<file path="src/rtl/merge_sorter_with_compare_count_assert.svh">
// ----------------------------------------------------------------------------
// Assertion macros for the merge sorter
// Shared property forms. They use the clk and rst_n of the module that
// expands them.
// ----------------------------------------------------------------------------
`ifndef MERGE_SORTER_WITH_COMPARE_COUNT_ASSERT_SVH
`define MERGE_SORTER_WITH_COMPARE_COUNT_ASSERT_SVH

// same-cycle implication
`define MSC_ASSERT_IMPLY(label, ante, cons, msg) \
    label: assert property (@(posedge clk) disable iff (!rst_n) (ante) |-> (cons)) \
        else $error(msg);

// next-cycle implication
`define MSC_ASSERT_NEXT(label, ante, cons, msg) \
    label: assert property (@(posedge clk) disable iff (!rst_n) (ante) |=> (cons)) \
        else $error(msg);

`endif

</file>
<file path="src/rtl/msc_pkg.sv">
// ----------------------------------------------------------------------------
// msc_pkg
// Shared constants, datapath opcodes and status bundle of the merge sorter.
// ----------------------------------------------------------------------------
`timescale 1ns / 1ps
`default_nettype none

package msc_pkg;

    localparam int MAX_ITEMS_DEF = 64;
    localparam int KEY_WIDTH_DEF = 32;
    localparam int KEY_WIDTH_MAX = 64;
    localparam int KEY_FIELD_W   = 32;
    localparam int CNT_W         = 9;

    typedef enum logic [3:0] {
        DP_NONE,
        DP_LOAD,
        DP_SORT_INIT,
        DP_MERGE_INIT,
        DP_MERGE_READ,
        DP_MERGE_STEP,
        DP_COPY_READ,
        DP_COPY_WRITE,
        DP_EMIT_READ,
        DP_EMIT_LOAD
    } dp_op_t;

    typedef struct packed {
        logic multi;       // block holds more than one key
        logic merge_last;  // current merge step writes the run's last slot
        logic copy_last;   // current copy step writes the run's last slot
        logic out_fire;    // result request taken this cycle
        logic run_done;    // pending result is the last of the block
    } dp_status_t;

endpackage

`default_nettype wire

</file>
<file path="src/rtl/msc_ctrl.sv">
// ----------------------------------------------------------------------------
// msc_ctrl
// Sort sequencer: load/emit handshake and a frame stack that walks the
// top-down split tree, issuing one datapath opcode per cycle.
// ----------------------------------------------------------------------------
`timescale 1ns / 1ps
`default_nettype none

`include "merge_sorter_with_compare_count_assert.svh"

module msc_ctrl
    import msc_pkg::*;
#(
    parameter int MAX_ITEMS = MAX_ITEMS_DEF
)
(
    input  wire logic                         clk,
    input  wire logic                         rst_n,
    input  wire logic                         in_valid,
    output logic                              in_ready,
    input  wire logic                         final_item,
    input  wire dp_status_t                   status,
    input  wire logic [$clog2(MAX_ITEMS)-1:0] last_index,
    output dp_op_t                            op,
    output logic [$clog2(MAX_ITEMS)-1:0]      lo,
    output logic [$clog2(MAX_ITEMS)-1:0]      mid,
    output logic [$clog2(MAX_ITEMS)-1:0]      hi
);

    localparam int AW  = $clog2(MAX_ITEMS);
    localparam int SD  = $clog2(MAX_ITEMS) + 1;
    localparam int SPW = $clog2(SD);

    typedef enum logic [3:0] {
        S_IDLE,
        S_START,
        S_NODE,
        S_MRG_RD,
        S_MRG_STEP,
        S_CPY_RD,
        S_CPY_WR,
        S_EMIT_RD,
        S_EMIT_LD,
        S_EMIT_WAIT
    } state_t;

    typedef enum logic [1:0] {
        PH_LEFT,
        PH_RIGHT,
        PH_MERGE
    } phase_t;

    typedef struct packed {
        logic [AW-1:0] lo;
        logic [AW-1:0] hi;
        phase_t        phase;
    } frame_t;

    state_t         state_reg, state_next;
    frame_t         cur_reg, cur_next;
    logic [SPW-1:0] sp_reg, sp_next;
    frame_t         stack_reg [SD];
    logic           push;
    frame_t         push_frame;
    logic [AW:0]    mid_sum;
    logic [AW-1:0]  mid_p1;

    assign lo      = cur_reg.lo;
    assign hi      = cur_reg.hi;
    assign mid_sum = ({1'b0, cur_reg.lo} + {1'b0, cur_reg.hi}) >> 1;
    assign mid     = mid_sum[AW-1:0];
    assign mid_p1  = mid + 1'b1;

    always_comb
    begin
        state_next = state_reg;
        cur_next   = cur_reg;
        sp_next    = sp_reg;
        push       = 1'b0;
        push_frame = cur_reg;
        op         = DP_NONE;
        in_ready   = 1'b0;
        case (state_reg)
            S_IDLE:
            begin
                in_ready = 1'b1;
                if (in_valid)
                begin
                    op = DP_LOAD;
                    if (final_item)
                    begin
                        state_next = S_START;
                    end
                end
            end
            S_START:
            begin
                op             = DP_SORT_INIT;
                sp_next        = '0;
                cur_next.lo    = '0;
                cur_next.hi    = last_index;
                cur_next.phase = PH_LEFT;
                state_next     = status.multi ? S_NODE : S_EMIT_RD;
            end
            S_NODE:
            begin
                case (cur_reg.phase)
                    PH_LEFT:
                    begin
                        // descend into the left half unless it is one key
                        if (cur_reg.lo < mid)
                        begin
                            push             = 1'b1;
                            push_frame.phase = PH_RIGHT;
                            sp_next          = sp_reg + 1'b1;
                            cur_next.hi      = mid;
                            cur_next.phase   = PH_LEFT;
                        end
                        else
                        begin
                            cur_next.phase = PH_RIGHT;
                        end
                    end
                    PH_RIGHT:
                    begin
                        if (mid_p1 < cur_reg.hi)
                        begin
                            push             = 1'b1;
                            push_frame.phase = PH_MERGE;
                            sp_next          = sp_reg + 1'b1;
                            cur_next.lo      = mid_p1;
                            cur_next.phase   = PH_LEFT;
                        end
                        else
                        begin
                            cur_next.phase = PH_MERGE;
                        end
                    end
                    PH_MERGE:
                    begin
                        op         = DP_MERGE_INIT;
                        state_next = S_MRG_RD;
                    end
                    default:
                    begin
                        cur_next.phase = PH_MERGE;
                    end
                endcase
            end
            S_MRG_RD:
            begin
                op         = DP_MERGE_READ;
                state_next = S_MRG_STEP;
            end
            S_MRG_STEP:
            begin
                op         = DP_MERGE_STEP;
                state_next = status.merge_last ? S_CPY_RD : S_MRG_RD;
            end
            S_CPY_RD:
            begin
                op         = DP_COPY_READ;
                state_next = S_CPY_WR;
            end
            S_CPY_WR:
            begin
                op         = DP_COPY_WRITE;
                state_next = S_CPY_RD;
                if (status.copy_last)
                begin
                    if (sp_reg == '0)
                    begin
                        state_next = S_EMIT_RD;
                    end
                    else
                    begin
                        cur_next   = stack_reg[sp_reg - 1'b1];
                        sp_next    = sp_reg - 1'b1;
                        state_next = S_NODE;
                    end
                end
            end
            S_EMIT_RD:
            begin
                op         = DP_EMIT_READ;
                state_next = S_EMIT_LD;
            end
            S_EMIT_LD:
            begin
                op         = DP_EMIT_LOAD;
                state_next = S_EMIT_WAIT;
            end
            S_EMIT_WAIT:
            begin
                if (status.out_fire)
                begin
                    state_next = status.run_done ? S_IDLE : S_EMIT_RD;
                end
            end
            default:
            begin
                state_next = S_IDLE;
            end
        endcase
    end

    always_ff @(posedge clk or negedge rst_n)
    begin
        if (!rst_n)
        begin
            state_reg <= S_IDLE;
            cur_reg   <= '0;
            sp_reg    <= '0;
        end
        else
        begin
            state_reg <= state_next;
            cur_reg   <= cur_next;
            sp_reg    <= sp_next;
        end
    end

    // parent frames
    always_ff @(posedge clk)
    begin
        if (push)
        begin
            stack_reg[sp_reg] <= push_frame;
        end
    end

    `MSC_ASSERT_IMPLY(a_stack_room, push, sp_reg < SPW'(SD - 1), "frame stack overflow")
    `MSC_ASSERT_IMPLY(a_step_after_read, state_reg == S_MRG_STEP, $past(state_reg) == S_MRG_RD, "merge step without read")
    `MSC_ASSERT_NEXT(a_sort_done, (state_reg == S_CPY_WR) && status.copy_last && (sp_reg == '0), state_reg == S_EMIT_RD, "emit not started after root merge")

endmodule

`default_nettype wire

</file>
<file path="config.mk">
export PLATFORM = sky130hd
export DESIGN_NAME = msc_ctrl
export DESIGN_NICKNAME = d
export VERILOG_FILES = /design/src/rtl/msc_pkg.sv /design/src/rtl/msc_ctrl.sv
export VERILOG_INCLUDE_DIRS = /design/src /design/src/rtl
export SDC_FILE = /design/constraint.sdc
export NUM_CORES = 1
export LEC_CHECK = 0
export BUFFER_PORTS_ARGS = -buffer_cell sky130_fd_sc_hd__buf_4
export CAP_MARGIN = 20
export CORE_UTILIZATION = 37
export DETAILED_ROUTE_END_ITERATION = 10
export PLACE_DENSITY_LB_ADDON = 0.05
export SLEW_MARGIN = 5
export SYNTH_ARGS = -nofsm -noshare
export SYNTH_HDL_FRONTEND = slang
export SYNTH_SLANG_ARGS = --single-unit
</file>
<file path="constraint.sdc">
create_clock -name clk -period 8.15 [get_ports clk]
set_input_delay 1.63 -clock clk [delete_from_list [all_inputs] [get_ports clk]]
set_output_delay 1.63 -clock clk [all_outputs]
set_load 0.02 [all_outputs]
</file>
==> results of run 1 <==
per-layer routing:
layer | part of all wire (%) | vias up | GRT usage [%]
met1 | 45 | 1865 | 26.1
met5 | 0 | - | 0
li1 | - | 1771 | -
met3 | 4.6 | 6 | 4.28
met2 | 49 | 70 | 31.4
met4 | 0.62 | 0 | 6.57
logic make-up after synthesis:
group | Yosys count | synth area share [%]
AO/OA/AOI/OAI | 102 | 11.5
adder cells (fa/ha/maj) | 20 | 4.36
multiplexers | 37 | 9.16
XOR/XNOR | 9 | 1.46
AND/OR/NAND/NOR | 112 | 10.1
buffers and inverters | 55 | 4.82
flip-flops | 119 | 58.7
stage by stage:
step                hold slack (ns)  area, µm²  cells  utilization [%]
floorplan                     0.541       5910    454                -
global placement              0.601       6310    673             40.9
detailed placement            0.616       6310    673             40.9
CTS                           0.632       6880    705             44.6
global route                  0.652       6880    705             44.6
finish                        0.621       6880    705             44.6
final timing paths:
path | start | to | slack [ns] | depth (start not counted)
max | hi[1] | lo[4] | 3.14 | 13
min | cur_reg[1] | cur_reg[1] | 0.62 | 1
max reg2reg | hi[1] | lo[4] | 3.14 | 13
min reg2reg | cur_reg[1] | cur_reg[1] | 0.62 | 1
max in group asynchronous | rst_n | sp_reg[0] | 6.74 | 1
min in group asynchronous | rst_n | state_reg[3] | 1.13 | 1
cell usage in the layout (no fill, tap or decap), types with 19 or more instances in the layout:
master,count
o21ai_0,25
buf_4,46
dfrtp_1,20
edfxtp_1,98
nor2_1,38
a21oi_1,24
ha_1,19
nand2_1,21
worst reg2reg max path, cell delays in order, from the launching register on:
cell      delay, ns
dfrtp_1        0.57
inv_1          0.15
fa_1           0.43
xor2_1         0.53
inv_1          0.13
ha_1           0.24
xnor2_1        0.30
ha_1           0.31
a21o_1         0.18
a31oi_1        0.31
o211ai_1       0.22
a211oi_2       0.88
mux2_2         0.43
a31o_2         0.21
area by class of cell:
type,count,area (µm²),area share (%)
clock inverter,14,134,1.95
inverter,17,63.8,0.928
sequential,119,3470,50.5
tap,211,264,3.84
multi-input combinational,280,2170,31.6
clock buffer,18,429,6.24
timing repair buffer,46,345,5.02
==> impl_metrics.py, run 1 <==
metrics = {
    "worst_setup_path": {
        "path_cells": "inv_1 -> fa_1 -> xor2_1 -> inv_1 -> ha_1 -> xnor2_1 -> ha_1 -> a21o_1 -> a31oi_1 -> o211ai_1 -> a211oi_2 -> mux2_2 -> a31o_2",
        "crit_family": "compound AO/OA/AOI/OAI gates",
        "cp_num_buf_inv": 2,
        "worstSetupPathType": "flip-flop to flip-flop",
        "startpoint_type": "flip-flop",
        "cp-end-kind": "flip-flop",
        "cp_max_fo": 12,
        "arrival_ns": 5.30,
        "cp_slowest_stage_delay_ns": 0.88,
        "critPathRequiredTime_ns": 8.44,
        "crit_slowest_cell": "a211oi_2",
    },
    "synth": {
        "synthArstFlopShare_pct": 17.6,
        "yosysTopAreaCell": "edfxtp_1",
        "avgSynthCellArea_um2": 13.0,
        "ys_warn_count": 0,
        "syn-cell-area_um2": 5910,
        "synth.distinct_cells": 66,
        "synth_top_area_share_pct": 49.8,
        "synthTopCellsByArea": "edfxtp_1 (50%), dfrtp_1 (8.9%), mux4_2 (5.0%)",
        "synth_ff_type": "edfxtp_1",
        "syn_inst": 454,
        "synth_common_cells": "edfxtp_1 (98), nor2_1 (38), o21ai_0 (25), a21oi_1 (24)",
        "yosysSeqAreaShare_pct": 58.7,
        "ys_ff_latch": 119,
        "synth.most_common_cell": "edfxtp_1",
        "synth.net_count": 489,
        "synth_edf_count": 98,
    },
    "clock_network": {
        "cts_buffer_depth": 2,
        "cts_hold_buffers": 0,
        "cts_resized": 0,
        "cts_made_buffers": 17,
        "htree_levels": 4,
        "clk_latency_ns": 0.42,
        "clkSlewWorstSetupHoldPaths_ns": 0.06,
        "cts_tree": "yes",
        "cts_root_buffer": "clkbuf_16",
        "cts_setup_buffers": 0,
        "clkSinkCount": 119,
    },
    "layout": {
        "fin_nets": 516,
        "diodes": 0,
        "drive_gt1_share_pct": 22.9,
        "fill_cells": 1462,
        "largest_reg_flops": 98,
        "areaGrowthSynthToFinish_pct": 16.3,
    },
    "die": {
        "die_height_um": 128,
        "core.rowCount": 45,
        "core_area_um2": 15400,
        "io-pin-count": 38,
        "chipWidth_um": 128,
        "initial_core_util_pct": 38.3,
        "fp.dieArea_um2": 16500,
    },
    "timing": {
        "setup_ws_ns": 3.14,
        "layout_worst_path_cycle_share_pct": 61.5,
        "worst_pin_slew_ns": 1.00,
        "hold_viol": 0,
        "slew_headroom_pct": 33.2,
        "rsz0062_at_grt": "false",
        "worst_clock_skew_ns": 0.0259,
        "setup_tns_ns": 0,
        "fmax_ghz": 0.199,
        "drv_slew": 0,
        "final.min_clock_period_ns": 5.01,
        "setup_violations": 0,
    },
    "routing": {
        "route.detailed.drc": 0,
        "dr.pass1.iters": 4,
        "wl_per_cell_um": 21.1,
        "detail_route.iter0.violations": 216,
        "vias": 3712,
        "antenna_left": 0,
        "finalWirelength_um": 14900,
        "viasPerCell": 5.27,
    },
    "worst_hold_path": {
        "min_path_type": "flip-flop to flip-flop",
    },
    "global_route": {
        "grt_max_degree": 36,
        "grt_pass1_vias": 3721,
        "grt-ovfl-total": 0,
        "grt_usage_pct": 19.5,
        "grt_first_pass_wirelength_um": 22700,
        "antenna_found_initial": 0,
    },
    "place": {
        "hpwlAfterDp_um": 9670,
        "io_buffers": 37,
        "gp_congestion": 0.774,
        "pre_cts_slack_ns": 3.11,
    },
    "run_status": {
        "status": "completed",
    },
    "job": {
        "maxCapViolCount": 0,
    },
}
Power of run 1 is not shown: default switching activity piles up to over one toggle a cycle in this logic, so the estimate is an artifact.
==> run 2: changes to the inputs <==
--- a/config.mk
+++ b/config.mk
@@ -6,6 +6,7 @@
 export SDC_FILE = /design/constraint.sdc
 export NUM_CORES = 1
 export LEC_CHECK = 0
+export ABC_AREA = 1
 export BUFFER_PORTS_ARGS = -buffer_cell sky130_fd_sc_hd__buf_4
 export CAP_MARGIN = 20
 export CORE_UTILIZATION = 37
==> constraint.sdc (replaced) <==
create_clock -name clk -period 4.3 [get_ports clk]
set_input_delay 0.86 -clock clk [delete_from_list [all_inputs] [get_ports clk]]
set_output_delay 0.86 -clock clk [all_outputs]
set_load 0.02 [all_outputs]
==> run 2 against run 1 <==
  * Critical path depth rose by 8
  * Register-to-register slack got worse by 2.7 ns
  * Utilization rose by 0.88 points
  * First-iteration DRC count rose by 50%
  * Flip-flop and latch count unchanged
  * Hold slack lost 0.28 ns
  * Final cell count is 22% higher
  * Critical path type unchanged
  * Largest cell class unchanged
==> impl_metrics.py, run 2 <==
metrics = {
    "place": {
        "place_area_um2": 6390,
        "gp_congestion": 0.879,
        "io_buffers": 37,
        "hpwlAfterDp_um": 10600,
        "dp.cells": 828,
    },
    "synth": {
        "synth.most_common_cell": "nand2_1",
        "synth_ff_type": "edfxtp_1",
        "synthTopCellsByArea": "edfxtp_1 (50%), dfrtp_1 (9.0%), nand2_1 (8.2%)",
        "syn-cell-area_um2": 5860,
        "synth_common_cells": "nand2_1 (128), edfxtp_1 (98), nor2_1 (72), o21ai_0 (62), inv_1 (32)",
        "yosysSeqAreaShare_pct": 59.2,
        "synth.distinct_cells": 42,
        "avgSynthCellArea_um2": 9.93,
        "syn_inst": 590,
        "yosysTopAreaCell": "edfxtp_1",
        "ys_warn_count": 0,
        "synthArstFlopShare_pct": 17.6,
        "ys_ff_latch": 119,
        "synth_edf_count": 98,
        "synth.net_count": 625,
        "synth_top_area_share_pct": 50.2,
    },
    "job": {
        "maxCapViolCount": 0,
    },
    "worst_setup_path": {
        "reg2reg_depth": 21,
        "crit_slowest_cell": "dfrtp_1",
        "startpoint_type": "flip-flop",
        "critPathRequiredTime_ns": 4.42,
        "arrival_ns": 3.95,
        "reg2reg_from": "hi[2]",
        "cp_slowest_stage_delay_ns": 0.50,
        "worstSetupPathType": "flip-flop to flip-flop",
        "crit_top_cell": "nand2_1",
        "cp_max_fo": 11,
        "path_cells": "ha_1 -> inv_1 -> nand2_1 -> nand2_1 -> inv_1 -> ha_1 -> nand3_1 -> nor2_1 -> nand2_1 -> and2_1 -> ha_1 -> nand2_1 -> nor2_1 -> nor2_1 -> nand3_1 -> nor2_1 -> nand2_1 -> nand2_1 -> nand2_1 -> nor3_2 -> buf_12",
        "cp-end-kind": "flip-flop",
        "r2r_slack_ns": 0.47,
        "reg2reg_to": "stack_reg[6][7]",
    },
    "timing": {
        "worst_clock_skew_ns": 0.00732,
        "slew_headroom_pct": 27.6,
        "fmax_ghz": 0.261,
        "setup_tns_ns": 0,
        "setup_violations": 0,
        "hold_viol": 0,
        "worst_pin_slew_ns": 1.08,
        "rsz0062_at_grt": "false",
        "drv_slew": 0,
        "final.min_clock_period_ns": 3.83,
        "layout_worst_path_cycle_share_pct": 89.1,
    },
    "layout": {
        "final_common_cell": "nand2_1",
        "fin_area_um2": 6960,
        "areaGrowthSynthToFinish_pct": 18.8,
        "largest_reg_flops": 98,
        "diodes": 0,
        "drive_gt1_share_pct": 17.4,
        "fin_nets": 671,
        "final_core_util_pct": 45.4,
        "final_cells": 859,
        "mostFrequentLayoutCells": "nand2_1 (128), edfxtp_1 (98), nor2_1 (72)",
    },
    "routing": {
        "antenna_left": 0,
        "route.detailed.drc": 0,
        "wl_per_cell_um": 18.4,
        "viasPerCell": 5.08,
        "vias": 4367,
        "dr.pass1.iters": 5,
        "finalWirelength_um": 15800,
        "detail_route.iter0.violations": 325,
    },
    "global_route": {
        "grt_pass1_vias": 4226,
        "grt_max_degree": 48,
        "antenna_found_initial": 0,
        "grt_usage_pct": 20.8,
        "grt-ovfl-total": 0,
        "grt_first_pass_wirelength_um": 24700,
    },
    "run_status": {
        "status": "completed",
    },
    "die": {
        "core.rowCount": 45,
        "chipWidth_um": 128,
        "core_area_um2": 15300,
        "initial_core_util_pct": 38.3,
        "io-pin-count": 38,
        "die_height_um": 128,
        "fp.dieArea_um2": 16300,
    },
    "clock_network": {
        "cts_buffer_depth": 2,
        "cts_root_buffer": "clkbuf_16",
        "cts_setup_buffers": 0,
        "cts_made_buffers": 17,
        "htree_levels": 4,
        "clkSlewWorstSetupHoldPaths_ns": 0.06,
        "clk_latency_ns": 0.41,
        "cts_hold_buffers": 0,
        "cts_resized": 0,
        "cts_tree": "yes",
        "clkSinkCount": 119,
    },
    "power": {
        "vdd_drop_max_uv": 359,
        "p_per_area_nw_per_um2": 845,
        "power_w": 0.00588,
        "power_leakage_nw": 2.85,
    },
    "worst_hold_path": {
        "min_path_type": "input pin to asynchronous set/reset pin",
    },
}
==> run 2: changes by cell type after synthesis, sizes merged, moves of 17 or more <==
cell   change
nand2    +112
o21ai     +41
nor2      +37
inv       +23
nand3     +20
mux2i     -17
==> run 2: cell type report <==
type | instances | area (µm²)
Clock buffer | 20 | 437
Clock inverter | 11 | 133
Fill cell | 1475 | 8360
Inverter | 43 | 164
Multi-Input combinational cell | 396 | 2040
Sequential cell | 119 | 3470
Tap cell | 211 | 264
Timing Repair Buffer | 59 | 455
==> run 2: worst max path at each step <==
stage / from / to / slack (ns) / cells after the start
CTS: lo[2] / stack_reg[6][7] / 0.48 / 18
finish: hi[2] / stack_reg[6][7] / 0.47 / 21
floorplan: lo[1] / stack_reg[2][0] / 0.41 / 20
detailed placement: hi[2] / stack_reg[6][3] / 0.53 / 19
global placement: hi[2] / stack_reg[6][8] / 0.60 / 21
global route: hi[2] / stack_reg[6][13] / 0.09 / 21
==> run 2: critical path: cells and delay by family (launching register included) <==
kind,cells,cell delay [ns]
and+or+nand+nor,15,1.75
buffers and inverters,3,0.37
adders and majority gates,3,0.92
DFF,1,0.50
==> run 2: cells by family after synthesis <==
group / synth area share, %
AND/OR/NAND/NOR: 18.5
flip-flops: 59.2
AO/OA/AOI/OAI: 11.2
buffers and inverters: 6.00
adder cells (fa/ha/maj): 4.40
XOR/XNOR: 0.726
==> run 2: power breakdown <==
group          internal (W)  switching, W
combinational      0.000954       0.00188
sequential          0.00154      0.000119
clock              0.000897      0.000485
total               0.00339       0.00249
==> run 2: per-layer routing <==
metal | track usage (%) | vias up | part of all wire (%)
met5 | 0 | - | 0
met4 | 6.44 | 0 | 1.0
met3 | 4.13 | 9 | 4.4
met2 | 33.2 | 115 | 47
met1 | 28.5 | 2121 | 47
li1 | - | 2122 | -
==> run 2: through the flow <==
step                      hold slack, ns  worst slack [ns]
final                              0.341             0.467
after global routing               0.352            0.0852
after CTS                          0.338             0.484
after detailed placement           0.580             0.527
after global placement             0.571             0.604
after floorplan                    0.517             0.406
Power figures use the tool's default switching activity.
